### config.mk
export PLATFORM = sky130hd
export DESIGN_NAME = html_entity_escaper
export DESIGN_NICKNAME = d
export VERILOG_FILES = /design/src/hdl/hee_pkg.sv /design/src/hdl/html_entity_escaper.sv /design/src/hdl/hee_front.sv /design/src/hdl/hee_fifo.sv /design/src/hdl/hee_back.sv
export SDC_FILE = /design/constraint.sdc
export NUM_CORES = 1
export LEC_CHECK = 0
export BUFFER_PORTS_ARGS = -buffer_cell sky130_fd_sc_hd__buf_2
export CORE_ASPECT_RATIO = 1.25
export CORE_MARGIN = 2
export CORE_UTILIZATION = 60
export DETAILED_ROUTE_END_ITERATION = 8
export PLACE_DENSITY = 0.75
export SLEW_MARGIN = 20
export SYNTH_ARGS = -nofsm -noshare
export SYNTH_HDL_FRONTEND = slang
export SYNTH_SLANG_ARGS = --single-unit
### constraint.sdc
create_clock -name clk -period 10.6 [get_ports clk]
set_clock_uncertainty 0.05 [all_clocks]
set_input_delay 0.53 -clock clk [delete_from_list [all_inputs] [get_ports clk]]
set_output_delay 0.53 -clock clk [all_outputs]
set_load 0.02 [all_outputs]
### src/hdl/hee_pkg.sv
// ----------------------------------------------------------------------------
// hee_pkg: shared types and helpers for the HTML entity escaper
// Item kinds passed from the classifier to the emitter, queue entry type,
// and the lookup functions that spell out each escape run.
// ----------------------------------------------------------------------------
package hee_pkg;

    localparam int QUEUE_DEPTH = 4;
    localparam int RUN_IDX_W   = 3;   // runs are at most six bytes

    typedef enum logic [3:0] {
        KIND_PASS,
        KIND_LT,
        KIND_GT,
        KIND_AMP,
        KIND_QUOT,
        KIND_APOS,
        KIND_DASH,
        KIND_BSL,
        KIND_HEX
    } esc_kind_t;

    typedef struct packed {
        esc_kind_t  kind;
        logic [7:0] data;
    } esc_item_t;

    function automatic logic [7:0] hex_digit(input logic [3:0] d);
        logic [7:0] ch;
        if (d < 4'd10)
            ch = 8'(8'h30 + {4'b0, d});
        else
            ch = 8'(8'h57 + {4'b0, d});   // 'a' - 10
        return ch;
    endfunction

    function automatic logic [RUN_IDX_W-1:0] run_len(input esc_item_t it);
        logic [RUN_IDX_W-1:0] n;
        case (it.kind)
            KIND_PASS: n = RUN_IDX_W'(1);
            KIND_BSL:  n = RUN_IDX_W'(2);
            KIND_LT:   n = RUN_IDX_W'(4);
            KIND_GT:   n = RUN_IDX_W'(4);
            KIND_AMP:  n = RUN_IDX_W'(5);
            KIND_DASH: n = RUN_IDX_W'(5);
            KIND_QUOT: n = RUN_IDX_W'(6);
            KIND_APOS: n = RUN_IDX_W'(6);
            KIND_HEX:  n = (it.data[7:4] != 4'd0) ? RUN_IDX_W'(6) : RUN_IDX_W'(5);
            default:   n = RUN_IDX_W'(1);
        endcase
        return n;
    endfunction

    function automatic logic [7:0] run_char(input esc_item_t it,
                                            input logic [RUN_IDX_W-1:0] idx);
        logic [7:0] ch;
        logic       hi_nz;
        hi_nz = (it.data[7:4] != 4'd0);
        ch    = "&";
        case (it.kind) inside
            KIND_PASS: ch = it.data;
            KIND_BSL:  ch = "\\";
            KIND_LT, KIND_GT:
            begin
                case (idx)
                    3'd0:    ch = "&";
                    3'd1:    ch = (it.kind == KIND_LT) ? "l" : "g";
                    3'd2:    ch = "t";
                    default: ch = ";";
                endcase
            end
            KIND_AMP:
            begin
                case (idx)
                    3'd0:    ch = "&";
                    3'd1:    ch = "a";
                    3'd2:    ch = "m";
                    3'd3:    ch = "p";
                    default: ch = ";";
                endcase
            end
            KIND_QUOT:
            begin
                case (idx)
                    3'd0:    ch = "&";
                    3'd1:    ch = "q";
                    3'd2:    ch = "u";
                    3'd3:    ch = "o";
                    3'd4:    ch = "t";
                    default: ch = ";";
                endcase
            end
            KIND_APOS:
            begin
                case (idx)
                    3'd0:    ch = "&";
                    3'd1:    ch = "a";
                    3'd2:    ch = "p";
                    3'd3:    ch = "o";
                    3'd4:    ch = "s";
                    default: ch = ";";
                endcase
            end
            KIND_DASH:
            begin
                case (idx)
                    3'd0:    ch = "&";
                    3'd1:    ch = "#";
                    3'd2:    ch = "4";
                    3'd3:    ch = "5";
                    default: ch = ";";
                endcase
            end
            KIND_HEX:
            begin
                case (idx)
                    3'd0:    ch = "&";
                    3'd1:    ch = "#";
                    3'd2:    ch = "x";
                    3'd3:    ch = hi_nz ? hex_digit(it.data[7:4]) : hex_digit(it.data[3:0]);
                    3'd4:    ch = hi_nz ? hex_digit(it.data[3:0]) : ";";
                    default: ch = ";";
                endcase
            end
            default: ch = it.data;
        endcase
        return ch;
    endfunction

endpackage

### src/hdl/html_entity_escaper.sv
// ----------------------------------------------------------------------------
// html_entity_escaper: streaming HTML escape of a byte stream
// Input channel (in_valid/in_stall): one text byte per request plus a
// start_of_text flag that clears the dash history. Output channel
// (out_valid/out_stall): one 7-bit ASCII byte per request, last_of_run high on
// the final byte produced for an input byte. Runs are 1 to 6 bytes.
// The first byte of a run passes through the queue entry and then the output
// register. Throughput: one output byte per cycle unless out_stall holds the
// output, so plain bytes pass at one per cycle; an input byte that expands
// to a longer run holds the emitter until its last byte. A 4-entry item queue
// sits between classifier and emitter; in_stall rises only while it is full.
// cfg_wr_en/cfg_wr_data write the backslash-doubling mode (1 after reset).
// Reset empties the queue, drops any pending output byte and clears the dash
// history. While out_stall holds a valid output byte, that byte holds and the
// emitter waits; the classifier keeps taking requests until the queue fills.
// ----------------------------------------------------------------------------
module html_entity_escaper
#(
    parameter int QUEUE_DEPTH = hee_pkg::QUEUE_DEPTH
)
(
    input  logic       clk,
    input  logic       rst_n,
    input  logic       in_valid,
    output logic       in_stall,
    input  logic [7:0] in_byte,
    input  logic       start_of_text,
    output logic       out_valid,
    input  logic       out_stall,
    output logic [6:0] out_byte,
    output logic       last_of_run,
    input  logic       cfg_wr_en,
    input  logic       cfg_wr_data
);

    logic               q_push;
    logic               q_full;
    logic               q_pop;
    logic               head_valid;
    hee_pkg::esc_item_t push_item;
    hee_pkg::esc_item_t head_item;

    hee_front u_front
    (
        .clk           (clk),
        .rst_n         (rst_n),
        .in_valid      (in_valid),
        .in_stall      (in_stall),
        .in_byte       (in_byte),
        .start_of_text (start_of_text),
        .cfg_wr_en     (cfg_wr_en),
        .cfg_wr_data   (cfg_wr_data),
        .q_full        (q_full),
        .q_push        (q_push),
        .q_item        (push_item)
    );

    hee_fifo #(.DEPTH(QUEUE_DEPTH)) u_fifo
    (
        .clk        (clk),
        .rst_n      (rst_n),
        .push       (q_push),
        .push_item  (push_item),
        .full       (q_full),
        .pop        (q_pop),
        .head_valid (head_valid),
        .head_item  (head_item)
    );

    hee_back u_back
    (
        .clk         (clk),
        .rst_n       (rst_n),
        .head_valid  (head_valid),
        .head_item   (head_item),
        .pop         (q_pop),
        .out_valid   (out_valid),
        .out_stall   (out_stall),
        .out_byte    (out_byte),
        .last_of_run (last_of_run)
    );

endmodule

### src/hdl/hee_front.sv
// ----------------------------------------------------------------------------
// hee_front: input classifier
// Takes requests from the input channel, tracks the dash history and the
// backslash mode, and pushes a tagged item into the queue.
// ----------------------------------------------------------------------------
module hee_front
(
    input  logic              clk,
    input  logic              rst_n,
    input  logic              in_valid,
    output logic              in_stall,
    input  logic [7:0]        in_byte,
    input  logic              start_of_text,
    input  logic              cfg_wr_en,
    input  logic              cfg_wr_data,
    input  logic              q_full,
    output logic              q_push,
    output hee_pkg::esc_item_t q_item
);

    logic dbl_bsl_reg;
    logic prior_dash_reg;
    logic prior_dash_next;
    logic dash_seen;

    assign in_stall  = q_full;
    assign q_push    = in_valid && !q_full;
    assign dash_seen = prior_dash_reg && !start_of_text;

    always_comb
    begin
        q_item.data = in_byte;
        if (in_byte == "<")
            q_item.kind = hee_pkg::KIND_LT;
        else if (in_byte == ">")
            q_item.kind = hee_pkg::KIND_GT;
        else if (in_byte == "\\" && dbl_bsl_reg)
            q_item.kind = hee_pkg::KIND_BSL;
        else if (in_byte == "&")
            q_item.kind = hee_pkg::KIND_AMP;
        else if (in_byte == "\"")
            q_item.kind = hee_pkg::KIND_QUOT;
        else if (in_byte == "'")
            q_item.kind = hee_pkg::KIND_APOS;
        else if (in_byte == "-" && dash_seen)
            q_item.kind = hee_pkg::KIND_DASH;
        else if (in_byte < 8'h20 || in_byte > 8'h7f)
            q_item.kind = hee_pkg::KIND_HEX;
        else
            q_item.kind = hee_pkg::KIND_PASS;
    end

    // history follows the input byte, not what gets emitted
    assign prior_dash_next = q_push ? (in_byte == "-") : prior_dash_reg;

    always_ff @(posedge clk or negedge rst_n)
    begin
        if (!rst_n)
        begin
            dbl_bsl_reg    <= 1'b1;
            prior_dash_reg <= 1'b0;
        end
        else
        begin
            prior_dash_reg <= prior_dash_next;
            if (cfg_wr_en)
                dbl_bsl_reg <= cfg_wr_data;
        end
    end

endmodule

### src/hdl/hee_fifo.sv
// ----------------------------------------------------------------------------
// hee_fifo: item queue between classifier and emitter
// Small register queue; head entry is visible without a pop.
// ----------------------------------------------------------------------------
module hee_fifo
#(
    parameter int DEPTH = hee_pkg::QUEUE_DEPTH
)
(
    input  logic               clk,
    input  logic               rst_n,
    input  logic               push,
    input  hee_pkg::esc_item_t push_item,
    output logic               full,
    input  logic               pop,
    output logic               head_valid,
    output hee_pkg::esc_item_t head_item
);

    localparam int PW = (DEPTH > 1) ? $clog2(DEPTH) : 1;
    localparam int CW = $clog2(DEPTH + 1);

    hee_pkg::esc_item_t mem_reg [DEPTH];
    logic [PW-1:0] wr_ptr_reg, wr_ptr_next;
    logic [PW-1:0] rd_ptr_reg, rd_ptr_next;
    logic [CW-1:0] count_reg, count_next;
    logic          do_push, do_pop;

    assign full       = (count_reg == CW'(DEPTH));
    assign head_valid = (count_reg != CW'(0));
    assign head_item  = mem_reg[rd_ptr_reg];
    assign do_push    = push && !full;
    assign do_pop     = pop && head_valid;

    always_comb
    begin
        wr_ptr_next = wr_ptr_reg;
        rd_ptr_next = rd_ptr_reg;
        count_next  = count_reg;
        if (do_push)
            wr_ptr_next = (wr_ptr_reg == PW'(DEPTH - 1)) ? PW'(0) : PW'(wr_ptr_reg + 1'b1);
        if (do_pop)
            rd_ptr_next = (rd_ptr_reg == PW'(DEPTH - 1)) ? PW'(0) : PW'(rd_ptr_reg + 1'b1);
        if (do_push && !do_pop)
            count_next = CW'(count_reg + 1'b1);
        else if (do_pop && !do_push)
            count_next = CW'(count_reg - 1'b1);
    end

    always_ff @(posedge clk)
    begin
        if (do_push)
            mem_reg[wr_ptr_reg] <= push_item;
    end

    always_ff @(posedge clk or negedge rst_n)
    begin
        if (!rst_n)
        begin
            wr_ptr_reg <= '0;
            rd_ptr_reg <= '0;
            count_reg  <= '0;
        end
        else
        begin
            wr_ptr_reg <= wr_ptr_next;
            rd_ptr_reg <= rd_ptr_next;
            count_reg  <= count_next;
        end
    end

    a_count_bound: assert property (@(posedge clk) disable iff (!rst_n)
        count_reg <= CW'(DEPTH))
        else $error("queue count above depth");

    a_no_overflow: assert property (@(posedge clk) disable iff (!rst_n)
        push && full |=> count_reg == CW'(DEPTH))
        else $error("push into full queue changed count");

    a_ptr_count: assert property (@(posedge clk) disable iff (!rst_n)
        count_reg == CW'(0) |-> wr_ptr_reg == rd_ptr_reg)
        else $error("empty queue with pointers apart");

endmodule

### src/hdl/hee_back.sv
// ----------------------------------------------------------------------------
// hee_back: run emitter
// Walks the head item byte by byte into the output register and pops it
// after its last byte.
// ----------------------------------------------------------------------------
module hee_back
(
    input  logic               clk,
    input  logic               rst_n,
    input  logic               head_valid,
    input  hee_pkg::esc_item_t head_item,
    output logic               pop,
    output logic               out_valid,
    input  logic               out_stall,
    output logic [6:0]         out_byte,
    output logic               last_of_run
);

    localparam int IW = hee_pkg::RUN_IDX_W;

    logic [IW-1:0] idx_reg, idx_next;
    logic [IW-1:0] len;
    logic [7:0]    ch;
    logic          emit;
    logic          at_last;
    logic          out_valid_reg, out_valid_next;
    logic [6:0]    out_byte_reg;
    logic          last_reg;

    assign len     = hee_pkg::run_len(head_item);
    assign ch      = hee_pkg::run_char(head_item, idx_reg);
    assign at_last = (idx_reg == IW'(len - 1'b1));
    assign emit    = head_valid && (!out_valid_reg || !out_stall);
    assign pop     = emit && at_last;

    always_comb
    begin
        idx_next = idx_reg;
        if (emit)
            idx_next = at_last ? IW'(0) : IW'(idx_reg + 1'b1);
        out_valid_next = out_valid_reg;
        if (emit)
            out_valid_next = 1'b1;
        else if (!out_stall)
            out_valid_next = 1'b0;
    end

    always_ff @(posedge clk or negedge rst_n)
    begin
        if (!rst_n)
        begin
            idx_reg       <= '0;
            out_valid_reg <= 1'b0;
        end
        else
        begin
            idx_reg       <= idx_next;
            out_valid_reg <= out_valid_next;
        end
    end

    always_ff @(posedge clk)
    begin
        if (emit)
        begin
            out_byte_reg <= ch[6:0];
            last_reg     <= at_last;
        end
    end

    assign out_valid   = out_valid_reg;
    assign out_byte    = out_byte_reg;
    assign last_of_run = last_reg;

    a_idx_in_run: assert property (@(posedge clk) disable iff (!rst_n)
        head_valid |-> idx_reg < len)
        else $error("run index past run length");

    a_idle_idx: assert property (@(posedge clk) disable iff (!rst_n)
        !head_valid |-> idx_reg == IW'(0))
        else $error("run index left over with no item");

    a_pop_restart: assert property (@(posedge clk) disable iff (!rst_n)
        pop |=> idx_reg == IW'(0) && out_valid_reg && last_reg)
        else $error("item popped without closing its run");

endmodule
==> reports/metrics.cfg <==
[final_layout]
antennaDiodeCount=0
nNetsFinal=418
largest_reg_flops=48
drive_gt1_frac=0.1781
postLayoutCellArea_sq_um=4512
syn2layout_area_growth_pct=8.910

[synth]
ys_ff_latch=69
yosys.area_share.adder=0.04712
yosys-mux-area-fraction=0.08849
synth_edf_count=56
async_flop_share=0.1884
syn_avg_cell_area_sq_um=11.08
synth.net_count=404
synth-xor-area-share=0.02114
yosysMostFrequentCell=edfxtp_1
synthTopCellsByArea=edfxtp_1, dfrtp_1, mux4_2
netlist.area_leader.share=0.4059
synth_compound_area_frac=0.1761
ys_types=69
synth_flop_cell=edfxtp_1
synth_top_family_by_area=compound AO/OA/AOI/OAI gates
yosys.area.top_type=edfxtp_1
mappedNetlistArea_sq_um=4143
syn_inst=374
ys_seq_area_frac=0.4847
yosys.area_share.simple=0.1377
synthTopCellsByCount=edfxtp_1, o21ai_0, a21oi_1, nand2_1, inv_1
ys_warn_count=0

[route]
vias=3126
postRouteAntennaNets=0
wire_per_inst_um=19.19
drc=0
routed_wl_um=9209
via_per_inst=6.513
drt_iter0_drc=384
first_pass_iters=5

[critical_path]
reg2reg_depth=14
criticalPathCategory=reg2reg
r2r-end=u_fifo.count_reg[1]$_DFFE_PN0P_
crit_arrival_ns=5.05
crit_path_end_kind=flip-flop
startpoint=u_fifo.rd_ptr_reg[0]$_DFFE_PN0P_
cp.required_ns=10.77
r2r_slack_ns=5.72
r2r_start=u_fifo.rd_ptr_reg[0]$_DFFE_PN0P_
cp_max_fo=15
start_kind=flip-flop
endpoint=u_fifo.count_reg[1]$_DFFE_PN0P_

[global_routing]
grt_max_degree=32
antenna_found_initial=0
grt_pass1_vias=3109
grt_pass1_wl_um=15200
overflow=0
grt_usage=0.2596

[clock_tree]
post_cts_buffers=0
cts_tree=done
cts.sinks=69
htreeDepth=3
clock_latency_ns=0.33
clk_pin_slew_ns=0.07
cts_hold_buf=0
cts-buffers-inserted=9
max-clock-path-buffers=2
cts_root_buffer=clkbuf_8
cts_resized=0

[power]
p_leak_nw=1.662
powerDensity_nw_per_um2=349.5
ir_drop_mv=0.1914

[timing]
worst_pin_slew_ns=0.8165
maxSlewHeadroom=0.4556
hold_viol=0
tns_ns=0
finalCriticalPeriod_ns=4.884
period_share=0.4608
rsz0062_at_grt=no
setup_viol=0
maxSlewViolCount=0
fmax_mhz=204.7
layout_setup_ws_ns=5.716

[die]
core_area_sq_um=6606
initial_core_util=0.6271
pin_count=25
fp.dieW_um=78.32
dieHeight_um=96.90
rows=33
die_area_sq_um=7589

[placement]
portBuffers=24
finalWeightedCongestion=1.049
pre_cts_slack_ns=5.670
dpl_cell_area_sq_um=4273
dp_hpwl_um=6616

[flow_run]
cap_violations=0

[hold_path]
hold_path_class=in2async

[outcome]
outcome=completed

==> how the worst min path moves through the flow <==
| stage | startpoint | end | depth (start not counted) |
|---|---|---|---|
| after floorplan | rst_n | u_back.idx_reg[0]$_DFFE_PN0P_ | 0 |
| after global placement | rst_n | u_fifo.wr_ptr_reg[1]$_DFFE_PN0P_ | 1 |
| after detailed placement | rst_n | u_fifo.wr_ptr_reg[0]$_DFFE_PN0P_ | 1 |
| after CTS | rst_n | u_back.idx_reg[0]$_DFFE_PN0P_ | 1 |
| after global routing | rst_n | u_fifo.wr_ptr_reg[0]$_DFFE_PN0P_ | 1 |
| final | rst_n | u_fifo.wr_ptr_reg[0]$_DFFE_PN0P_ | 1 |
==> kinds of logic after synthesis <==
| group | after synthesis |
|---|---|
| AO/OA/AOI/OAI | 112 |
| XOR/XNOR | 10 |
| adder cells (fa/ha/maj) | 15 |
| buffers and inverters | 44 |
| flip-flops | 69 |
| multiplexers | 20 |
| AND/OR/NAND/NOR | 104 |
==> worst max-delay path, cell delays in order, from the launching register on <==
cell,delay [ns]
dfrtp_1,0.88
mux4_2,0.64
inv_1,0.13
ha_1,0.21
inv_1,0.09
or3_1,0.54
a21o_1,0.22
ha_1,0.20
xor2_1,0.15
xnor2_1,0.18
or4b_4,0.53
ha_1,0.23
inv_1,0.08
fa_1,0.39
mux2_2,0.27
==> report_power, final <==
part | internal, mW | switching [mW]
clock network | 0.157 | 0.0950
registers | 0.390 | 0.0667
logic | 0.332 | 0.536
==> final cells by class <==
| cell class | instances | area [sq um] |
|---|---|---|
| inverter | 23 | 86.33 |
| tap | 87 | 108.9 |
| sequential | 69 | 2008 |
| clock buffer | 10 | 127.6 |
| fill | 512 | 2095 |
| multi-input combinational | 261 | 1949 |
| timing repair buffer | 24 | 120.1 |
| clock inverter | 6 | 111.4 |
==> cell usage in the layout (no fill, tap or decap), types with 5 or more instances in the layout <==
| cell | n |
|---|---|
| a21oi_1 | 24 |
| and2_1 | 6 |
| buf_2 | 24 |
| clkbuf_8 | 9 |
| dfrtp_1 | 12 |
| edfxtp_1 | 56 |
| ha_1 | 14 |
| inv_1 | 22 |
| mux2_2 | 5 |
| mux4_2 | 12 |
| nand2_1 | 24 |
| nand2b_1 | 6 |
| nand3_1 | 10 |
| nor2_1 | 20 |
| nor3_1 | 8 |
| o21ai_0 | 31 |
| o31ai_1 | 8 |
| xnor2_1 | 6 |
==> layer usage <==
| layer | track usage | part of all wire | vias up | wire, um |
|---|---|---|---|---|
| li1 | - | - | 1463 | - |
| met1 | 0.3027 | 0.39 | 1479 | 3605 |
| met2 | 0.4423 | 0.50 | 140 | 4609 |
| met3 | 0.04198 | 0.047 | 44 | 429 |
| met4 | 0.1606 | 0.061 | 0 | 564 |
| met5 | 0 | 0 | - | 0 |
==> stage by stage <==
stage | total power, mW | std cells | util | hold WS [ns]
final | 1.577 | 480 | 0.6830 | 0.03138
after global routing | 1.692 | 480 | 0.6830 | 0.05143
after CTS | 1.573 | 480 | 0.6830 | 0.02381
after detailed placement | 1.316 | 464 | 0.6468 | 0.3937
after global placement | 1.309 | 464 | 0.6468 | 0.3861
after floorplan | 1.117 | 374 | - | 0.1844
Power figures use the tool's default switching activity.
